$ cat src/rtl/awm_pkg.sv
// Package for the sliding-window anagram matcher.
// Holds the request codes, byte constants and the count-table port struct.
// No dependencies.
package awm_pkg;

  localparam int unsigned ByteW    = 8;
  localparam int unsigned NumBytes = 256;
  localparam int unsigned PosW     = 32;

  typedef enum logic [1:0] {
    REQ_CLEAR   = 2'd0,
    REQ_PATTERN = 2'd1,
    REQ_TEXT    = 2'd2,
    REQ_RESTART = 2'd3
  } req_e;

  typedef struct packed {
    logic             en;
    logic [ByteW-1:0] addr;
  } tbl_port_t;

endpackage

$ cat src/rtl/awm_ring_buf.sv
// Ring buffer of the text bytes in the current window.
// One write and one read port, read data registered; no dependencies beyond awm_pkg.
module awm_ring_buf #(
  parameter int unsigned Depth = 256,
  parameter int unsigned AddrW = 8
) (
  input  logic                      clk_i,
  input  logic                      wr_en_i,
  input  logic [AddrW-1:0]          wr_addr_i,
  input  logic [awm_pkg::ByteW-1:0] wr_data_i,
  input  logic                      rd_en_i,
  input  logic [AddrW-1:0]          rd_addr_i,
  output logic [awm_pkg::ByteW-1:0] rd_data_o
);
  import awm_pkg::*;

  logic [ByteW-1:0] mem [Depth];
  logic [ByteW-1:0] rd_data_q;

  always_ff @(posedge clk_i) begin
    if (wr_en_i) begin
      mem[wr_addr_i] <= wr_data_i;
    end
    if (rd_en_i) begin
      rd_data_q <= mem[rd_addr_i];
    end
  end

  assign rd_data_o = rd_data_q;

endmodule

$ cat config.mk
export PLATFORM = sky130hd
export DESIGN_NAME = awm_ring_buf
export DESIGN_NICKNAME = d
export VERILOG_FILES = /design/src/rtl/awm_pkg.sv /design/src/rtl/awm_ring_buf.sv
export SDC_FILE = /design/constraint.sdc
export NUM_CORES = 2
export LEC_CHECK = 0
export BUFFER_PORTS_ARGS = -buffer_cell sky130_fd_sc_hd__buf_2
export CORE_AREA = 2 2 403 405
export DETAILED_ROUTE_END_ITERATION = 7
export DIE_AREA = 0 0 405 407
export MAX_ROUTING_LAYER = met4
export SLEW_MARGIN = 15
export SYNTH_ARGS = -nofsm -noshare
export SYNTH_HDL_FRONTEND = slang
export SYNTH_SLANG_ARGS = --single-unit
$ cat constraint.sdc
create_clock -name clk_i -period 3.1 [get_ports clk_i]
set_input_delay 0.31 -clock clk_i [delete_from_list [all_inputs] [get_ports clk_i]]
set_output_delay 0.31 -clock clk_i [all_outputs]
set_load 0.005 [all_outputs]
==> results.txt <==
- First-pass GRT wire length: between 200 and 300 mm
- Once placement finished, the instance area stood at approximately 86,000 um^2.
- Clock transition at path regs: around 0.070 ns
* Combined area of the multi-input logic cells: around 17,000 um^2
- The number of different library cells used by synthesis comes to 54.
- Async S/R FF share, synth: 0%
- The first detailed-routing pass took 6 iterations.
* Worst Setup Slack post-DPL: -0.466 ns
* Static Leakage: 29.6 nW
* Sequential share of the synthesized area: between 70 and 80%
- Vias per inst: 6.08
- Yosys warnings: 0
- The floorplan has about 150 rows.
- Data required time at the worst endpoint: ~3.7 ns
- Once detailed placement completed, the half-perimeter wirelength came to roughly 130 mm.
- Clock tree from TritonCTS: built
* Data arrival time of the worst path: ~3.5 ns
- Post-layout utilization of the core: 57.7%
- In this run the worst setup path begins at mem[211][5].
* Number of placed instances, taps included: roughly 6,200
- Total I/O pin count: 35
- In this run the register-to-register setup slack is roughly 0.21 ns.
* Clock insertion delay at the later pin of the skew report: around 0.84 ns
- Layout filler cell count: approximately 12,000
* Starting density of the core: 49.7%
- Max frequency: ~0.35 GHz
* Post-Route Skew: roughly 0.042 ns
- In this run, the number of DRC markers left after iteration 0 of detailed routing was ~4,400.
- The count of pins over their slew limit was 0.
- Most used flip-flop cell after synthesis: edfxtp_1
- Seq cells post-synth: about 2,100
- After detailed routing, the average wire length per cell comes to 30.3 um.
- Setup repair after global routing left no endpoint under its margin.
- In the synthesized netlist, the number of instances is ~3,700.
* Number of setup violations in the final report: 0
- Total global routing track utilization: 25.6%
* Dominant cells by area after synthesis: edfxtp_1, mux4_2, mux2i_1
- The number of nets handed over by synthesis was approximately 3,800.
- Tcrit/Tclk final: between 90% and 100%
- Initial antenna violation count: 9
* Finished layout cell area: between 90,000 and 100,000 um^2
- Cell with the most instances after synthesis: edfxtp_1
* Max-cap violation count: 0
* Pin slew with the least headroom to its limit: approximately 1.0 ns
* Most instantiated cells after synthesis: edfxtp_1, mux4_2, nor2_1
- Endpoint class of the critical path: register
* Worst slew slack as a fraction of its limit: slightly above 30%
* Number of global-route vias before repair: approximately 40,000
- Of all cell types, the one taking the most synthesized area is edfxtp_1.
- STA classifies the critical path startpoint as a register.
- Number of standard cells in the final layout excluding fillers: between 6,000 and 7,000
* CP max FO: 1
* Relative area change from synthesis to final layout: 16.1%
* GRT overflow: 0
- The clock period could shrink to between 2 and 3 ns.
- The number of clock buffers added by TritonCTS is about 200.
- Antenna-violating nets left: 0
* Die area: around 160,000 um^2
* CTS HTree Levels: 4
- Net count, final: 4,330
* Hold Path Origin: wr_data_i[7]
- The synthesized design contains 2,056 enable-type register cells.
- In this run the deepest clock path goes through 3 buffers.
* DRC viols: 0
- Via total after detailed routing: 40,331
- The run finished with clean final reports.
- Port buffering added 34 buffers.
- CTS placed an instance of clkbuf_16 at the clock tree root.
* Mapped cell area: approximately 80,000 um^2
* Drt total wl: about 200 mm
- The congestion estimate from routability-driven global placement came to 0.895.
* Pin count of the biggest net entering global routing: between 100 and 150
- Reg-to-Reg Start: mem[211][5]
- Area share of the largest cell type after synthesis: ~78%
- Hold Vio Cnt, Final: 0
* Synthesized area per cell: roughly 21 um^2
- In this run the vertical extent of the chip is just over 400 um.
- Storage element area: around 62,000 um^2
- In this run the horizontal extent of the chip is approximately 400 um.
* Path type of the worst min-delay path: input port to register
- The total area inside the core boundary comes to between 150,000 and 200,000 um^2.
- Type of the worst setup path: register to register
- Pwr Density: about 620 nW/um^2
* Clk sink count: just over 2,000
* Highest ir drop seen on vdd: about 0.65 mV
- Ratio of cells with drive above 1 in the final layout: approximately 30%
* Final worst setup slack: 0.212 ns
[flip-flops by register name (all words and copies together) (netlist names)]
signal     count
mem         2048
rd_data_o      8
[metal layers]
metal	up-vias	global-route usage, %	share of wire [%]
li1	16880	-	-
met1	21417	36.4	42
met2	1746	38.8	47
met3	288	4.37	8.0
met4	0	6.66	2.5
met5	-	-	0
[logic make-up after synthesis]
| logic type | Yosys count | synth area share [%] |
|---|---|---|
| flops | 2056 | 77.5 |
| mux | 591 | 14.6 |
| simple gates | 466 | 2.63 |
| compound gates | 385 | 3.42 |
| buf+inv | 235 | 1.83 |
[power breakdown]
group          switching (W)  internal [W]
combinational        0.00186       0.00118
sequential         0.0000418        0.0307
clock                 0.0104        0.0129
total                 0.0123        0.0447
[final cells by class]
type / count / share of cell area (%)
repair buffers: 597 / 5.65
inverters: 2 / 0.00812
clock buffers: 259 / 5.79
well taps: 2160 / 2.92
clock inverters: 115 / 0.990
diodes: 7 / 0.0189
flip-flops and latches: 2056 / 66.8
multi-input cells: 1442 / 17.9
[metrics by stage]
stage	setup TNS [ns]	hold slack, ns	total power (W)
3_5_place_dp	-1.47	0.754	0.0343
6_report	0	0.0884	0.0570
2_1_floorplan	0	0.409	0.0328
5_1_grt	0	0.0885	0.0587
4_1_cts	0	0.0764	0.0574
3_3_place_gp	-1.46	0.745	0.0343
[cell usage in the layout, fill, tap and decap left out, drive strengths merged, types with 2 or more instances in the layout]
cell type	instances
o221ai	47
edfxtp	2056
nand3	34
nor2b	31
o22a	5
a22oi	133
dlygate4sd3	8
o21ai	12
nor3	22
a311oi	2
buf	589
a21oi	96
clkbuf	259
o32ai	5
a221oi	14
bufinv	8
clkinv	100
a211oi	16
a22o	8
and2	6
and3b	2
clkinvlp	2
nand3b	2
diode	7
nand4	10
o22ai	28
nor2	282
inv	7
a31oi	2
or2	4
nor4	27
nand2	33
mux2i	134
mux4	456
o211ai	10
nand2b	8
a2111oi	5
[worst max-delay path: stages, from the launching register on]
cell,delay [ns]
edfxtp_1,0.37
mux4_2,0.47
a22o_1,0.28
a221oi_1,0.82
o32ai_1,0.21
nor3_1,0.26
buf_4,0.19
nor4_1,0.05
[final timing paths]
check                 endpoint  depth (start not counted)
setup reg to reg  rd_data_o[5]                          7
hold reg to reg   rd_data_o[2]                          7
setup / recovery  rd_data_o[5]                          7
hold / removal      mem[55][7]                          1
[timing repair]
item	in CTS	in global routing
setup endpoints to repair	0	0
resized for setup	0	0
endpoints found under the hold margin	342	0
hold buffers	8	0
buffers inserted	0	0
(Power assumes the default switching activity.)
