`config.mk`:
```
export PLATFORM = sky130hd
export DESIGN_NAME = awm_cnt_tbl
export DESIGN_NICKNAME = d
export VERILOG_FILES = /design/src/rtl/awm_pkg.sv /design/src/rtl/awm_cnt_tbl.sv
export SDC_FILE = /design/constraint.sdc
export NUM_CORES = 2
export LEC_CHECK = 0
export ABC_CLOCK_PERIOD_IN_PS = 2900
export BUFFER_PORTS_ARGS = -buffer_cell sky130_fd_sc_hd__buf_2
export CORE_MARGIN = 1
export CORE_UTILIZATION = 63
export CTS_BUF_LIST = sky130_fd_sc_hd__clkbuf_16
export DETAILED_ROUTE_END_ITERATION = 16
export PLACE_DENSITY = 0.79
export SKIP_CTS_REPAIR_TIMING = 1
export SLEW_MARGIN = 20
export SYNTH_ARGS = -nofsm -noshare
export SYNTH_HDL_FRONTEND = slang
export SYNTH_SLANG_ARGS = --single-unit
```
`constraint.sdc`:
```
create_clock -name clk_i -period 2.9 [get_ports clk_i]
set_input_delay 0.435 -clock clk_i [delete_from_list [all_inputs] [get_ports clk_i]]
set_output_delay 0.435 -clock clk_i [all_outputs]
set_load 0.005 [all_outputs]
```
`src/rtl/awm_pkg.sv`:
```
// Package for the sliding-window anagram matcher.
// Holds the request codes, byte constants and the count-table port struct.
// No dependencies.
package awm_pkg;

  localparam int unsigned ByteW    = 8;
  localparam int unsigned NumBytes = 256;
  localparam int unsigned PosW     = 32;

  typedef enum logic [1:0] {
    REQ_CLEAR   = 2'd0,
    REQ_PATTERN = 2'd1,
    REQ_TEXT    = 2'd2,
    REQ_RESTART = 2'd3
  } req_e;

  typedef struct packed {
    logic             en;
    logic [ByteW-1:0] addr;
  } tbl_port_t;

endpackage

```
`src/rtl/awm_cnt_tbl.sv`:
```
// Per-byte count table: 256 entries, one read and one write port, read data registered.
// Valid bits give zero for entries not written since the last clear.
// Depends on awm_pkg.
module awm_cnt_tbl #(
  parameter int unsigned CntW = 9
) (
  input  logic                  clk_i,
  input  logic                  rst_ni,
  input  logic                  clear_i,
  input  awm_pkg::tbl_port_t    rd_i,
  input  awm_pkg::tbl_port_t    wr_i,
  input  logic [CntW-1:0]       wdata_i,
  output logic [CntW-1:0]       rdata_o
);
  import awm_pkg::*;

  logic [CntW-1:0] mem [NumBytes];
  logic [NumBytes-1:0] valid_q;
  logic [CntW-1:0] rdata_q;
  logic            rvalid_q;
  logic            fwd_q;
  logic [CntW-1:0] fwd_data_q;

  always_ff @(posedge clk_i or negedge rst_ni) begin
    if (!rst_ni) begin
      valid_q  <= '0;
      rvalid_q <= 1'b0;
      fwd_q    <= 1'b0;
    end else begin
      if (clear_i) begin
        valid_q <= '0;
      end else if (wr_i.en) begin
        valid_q[wr_i.addr] <= 1'b1;
      end
      if (rd_i.en) begin
        rvalid_q <= valid_q[rd_i.addr];
        fwd_q    <= wr_i.en && !clear_i && (wr_i.addr == rd_i.addr);
      end
    end
  end

  always_ff @(posedge clk_i) begin
    if (wr_i.en) begin
      mem[wr_i.addr] <= wdata_i;
    end
    if (rd_i.en) begin
      rdata_q    <= mem[rd_i.addr];
      fwd_data_q <= wdata_i;
    end
  end

  assign rdata_o = fwd_q ? fwd_data_q : (rvalid_q ? rdata_q : '0);

endmodule

```
==> metrics.md <==
| Metric | Value |
|---|---|
| Clk_skew | roughly 0.026 ns |
| Setup Slack @ Placement | -0.997 ns |
| Count of final hold-check violations | 0 |
| Num rows | between 100 and 150 |
| Synth area leader | edfxtp_1 |
| Worst IR drop on VDD | about 1000 µV |
| Critical path's slowest cell | nor4_1 |
| CTS Buf Count | 235 |
| Seq/Total Area, Yosys | about three quarters |
| Cell Area, Synth | about 100,000 µm² |
| Clock Latency Late Sink | 0.87 ns |
| DRT iter0 DRCs | 9,219 |
| Final Max Slew Viols | 0 |
| Drt pass-1 iters | 6 |
| All-Layer GR Usage | 34.4% |
| Unrepaired setup endpoints after global routing | false |
| Area Growth Syn to Fin | 15.5% |
| CP cell instances | buf_8, buf_12, buf_4, mux4_2, a22oi_1, a21oi_1, nor4_1, buf_4, o22ai_1, or2_1 |
| Seq pwr share | 54.1% |
| First-pass GRT wire length | 387,000 µm |
| Number of synthesized flops with an enable pin | 2,322 |
| Final nets | approximately 5,600 |
| Pwr Density | ~660 nW/µm² |
| Period utilisation layout | 102% |
| HP Class | in2reg |
| Int Power | about 60 mW |
| Routed vias | 55,594 |
| Fin crit period | 2.94 ns |
| Distinct cells, synth | 45 |
| Post-route ant nets | 0 |
| Clk sinks | 2,580 |
| CTS tree | done |
| Residual DRC | 0 |
| Leak | 38.6 nW |
| Largest net degree at the start of global routing | 102 |
| R2R depth | 7 |
| Post-synthesis async set-or-reset flop share | 10.0% |
| Crit path depth | 10 |
| Req. time, crit path | 3.52 ns |
| Initial Util | 63.5% |
| CP dominant cell by count | buf_4 |
| Crit end category | register |
| Status | finished with violations |
| Warnings, synthesis | 0 |
| Primary FF master, synth | edfxtp_1 |
| Critical Path AT | 3.57 ns |
| Die width | 399 µm |
| Worst Tran Pin Value | 1.06 ns |
| Startpoint Class | input port |
| Setup WS post-layout | -0.0446 ns |
| Critical path's largest stage delay | 0.63 ns |
| Clk pwr share | 40.4% |
| Sw frac | 21.7% |
| Crit path buf inv count | 4 |
| Yosys top cell area share | 70.2% |
| Max frequency | 0.340 GHz |
| Area contributors post-synth | edfxtp_1, mux4_2, dfrtp_1 |
| Psw | 16.3 mW |
| Setup violations, final | 1 |
| Max clock buf depth | 3 |
| Yosys reg bits | 2,580 |
| Hold_ws | roughly 0.036 ns |
| GRT Residual Overflow | 0 |
| WL per Instance | around 34 µm |
| Initial antenna violation count | 19 |
| Gpl congestion | 0.925 |
| Vias in the first global route | around 56,000 |
| Slew margin rel. | ~29% |
| Core ar. | about 160,000 µm² |
| Share of layout cells above drive strength 1 | 29.0% |
| Clock Tree Root | clkbuf_16 |
| Port Buffers | 38 |
| Placed Cells | 7,407 |
| # H-tree levels | 4 |
| Clk slew on worst S/H paths | 0.06 ns |
| WS Path Type | in2reg |
| Syn Nets | 5,004 |
| Via density | 7.07 |
| DRT Wirelength | 269,000 µm |
| Synth Instances | 4,974 |
| Worst-path fanout max | 15 |
| Die Span Y | 399 µm |
| Fin cells | 7,867 |
| Combinational Power Share | 5.6% |
| Failing checks | negative setup slack |
| HPWL after DPL | 161,000 µm |
| Mapped Avg Cell Area | approximately 20 µm² |
| Area of the die | 159,000 µm² |
| Crit-path leading delay family | buffers and inverters |
| Max Cap Viol | 0 |
| Number of I/O pins | 39 |
| WHS Path Cells | 1 |
sequential cells by signal, summed over array words and instances (netlist names):
| signal | cells |
|---|---|
| mem | 2304 |
| valid_q | 256 |
| fwd_data_q | 9 |
| rdata_q | 9 |
| fwd_q | 1 |
| rvalid_q | 1 |
layer usage:
layer / GRT usage, % / up-vias / part of all wire, %
li1: - / 21496 / -
met2: 53.3 / 4819 / 48
met1: 46.4 / 28418 / 33
met3: 7.85 / 849 / 13
met4: 18.0 / 12 / 5.8
met5: 0 / - / 0.026
worst reg2reg max path, delay by kind of cell, from the launching register on:
kind                   cells  cell delay (ns)
DFF                        1             0.38
muxes                      1             0.49
and+or+nand+nor            2             0.88
AOI/OAI and AO/OA          3             0.72
buffers and inverters      1             0.23
cell families (layout without fill, tap and decap cells):
group	count (synthesis)	in the layout	synth area share [%]
other	0	11	0
muxes	665	665	14.6
xor gates and xnor gates	8	8	0.0706
DFF	2580	2580	76.7
and+or+nand+nor	870	870	3.57
buffers and inverters	318	1142	1.31
AOI/OAI and AO/OA	533	533	3.72
stage by stage:
step / total power [mW] / setup TNS, ns / cell area (µm²) / utilization, %
final: 75.2 / -0.0446 / 115000 / 73.4
after global routing: 76.7 / 0 / 115000 / 73.3
after CTS: 75.2 / -1.22 / 115000 / 73.3
after detailed placement: 45.5 / -7.15 / 107000 / 68.5
after global placement: 45.4 / -6.84 / 107000 / 68.5
after floorplan: 43.3 / 0 / 99400 / -
Yosys cell counts, types with 12 or more instances:
library cell	n
nor2_1	719
buf_2	67
buf_1	35
clkbuf_1	210
nand2_1	25
nand3_1	27
mux4_2	626
mux2i_1	32
dfrtp_1	258
a21oi_1	153
nor2b_1	12
edfxtp_1	2322
o22ai_1	24
o21ba_2	30
a22oi_1	291
nor4_1	39
power by group through the flow:
stage | registers, mW | clock network [mW] | logic, mW
2_1_floorplan | 41.4 | 0 | 1.87
5_1_grt | 40.6 | 31.7 | 4.31
6_report | 40.7 | 30.4 | 4.19
4_1_cts | 40.7 | 30.4 | 4.10
3_5_place_dp | 41.4 | 0 | 4.03
3_3_place_gp | 41.4 | 0 | 3.93
layout make-up:
type | count | area, µm²
clock buffers | 239 | 5980
multi-input cells | 2076 | 21900
flip-flops and latches | 2580 | 76200
inverters | 4 | 15.0
diodes | 11 | 27.5
clock inverters | 208 | 1540
repair buffers | 691 | 6500
well taps | 2058 | 2570
fillers | 8201 | 41600
worst paths after layout:
kind | startpoint | endpoint | slack [ns]
max in group asynchronous | rst_ni | valid_q[136] | 1.86
min reg2reg | valid_q[146] | valid_q[146] | 0.50
max | rd_i[0] | rdata_q[3] | -0.04
max reg2reg | mem[155][3] | rdata_q[3] | -0.04
min in group asynchronous | rst_ni | valid_q[71] | 0.12
min | wdata_i[8] | mem[136][8] | 0.04
cells in the final DEF, fill, tap and decap left out, types with 4 or more instances in the layout:
cell type | Yosys | layout
nand2_1 | 25 | 24
buf_8 | 1 | 7
clkinv_2 | 0 | 41
dfrtp_1 | 258 | 258
nand3_1 | 27 | 27
buf_4 | 0 | 549
nand4_1 | 11 | 11
o21ba_2 | 30 | 30
nor2b_1 | 12 | 9
nor2_1 | 719 | 718
edfxtp_1 | 2322 | 2322
mux2_2 | 5 | 5
diode_2 | 0 | 11
nor4_1 | 39 | 35
nand2b_1 | 7 | 5
clkinv_1 | 0 | 59
o221ai_1 | 10 | 10
clkbuf_8 | 0 | 6
clkinv_8 | 0 | 4
nor3_1 | 8 | 8
inv_1 | 4 | 75
bufinv_16 | 0 | 20
xnor2_1 | 5 | 5
or2_2 | 4 | 4
nor3b_1 | 4 | 4
a22oi_1 | 291 | 291
a22o_1 | 11 | 11
buf_2 | 67 | 25
buf_12 | 0 | 102
mux4_2 | 626 | 626
or2_1 | 9 | 9
mux2i_1 | 32 | 32
a21oi_1 | 153 | 153
o22ai_1 | 24 | 24
clkbuf_16 | 0 | 239
Power figures use the tool's default switching activity.
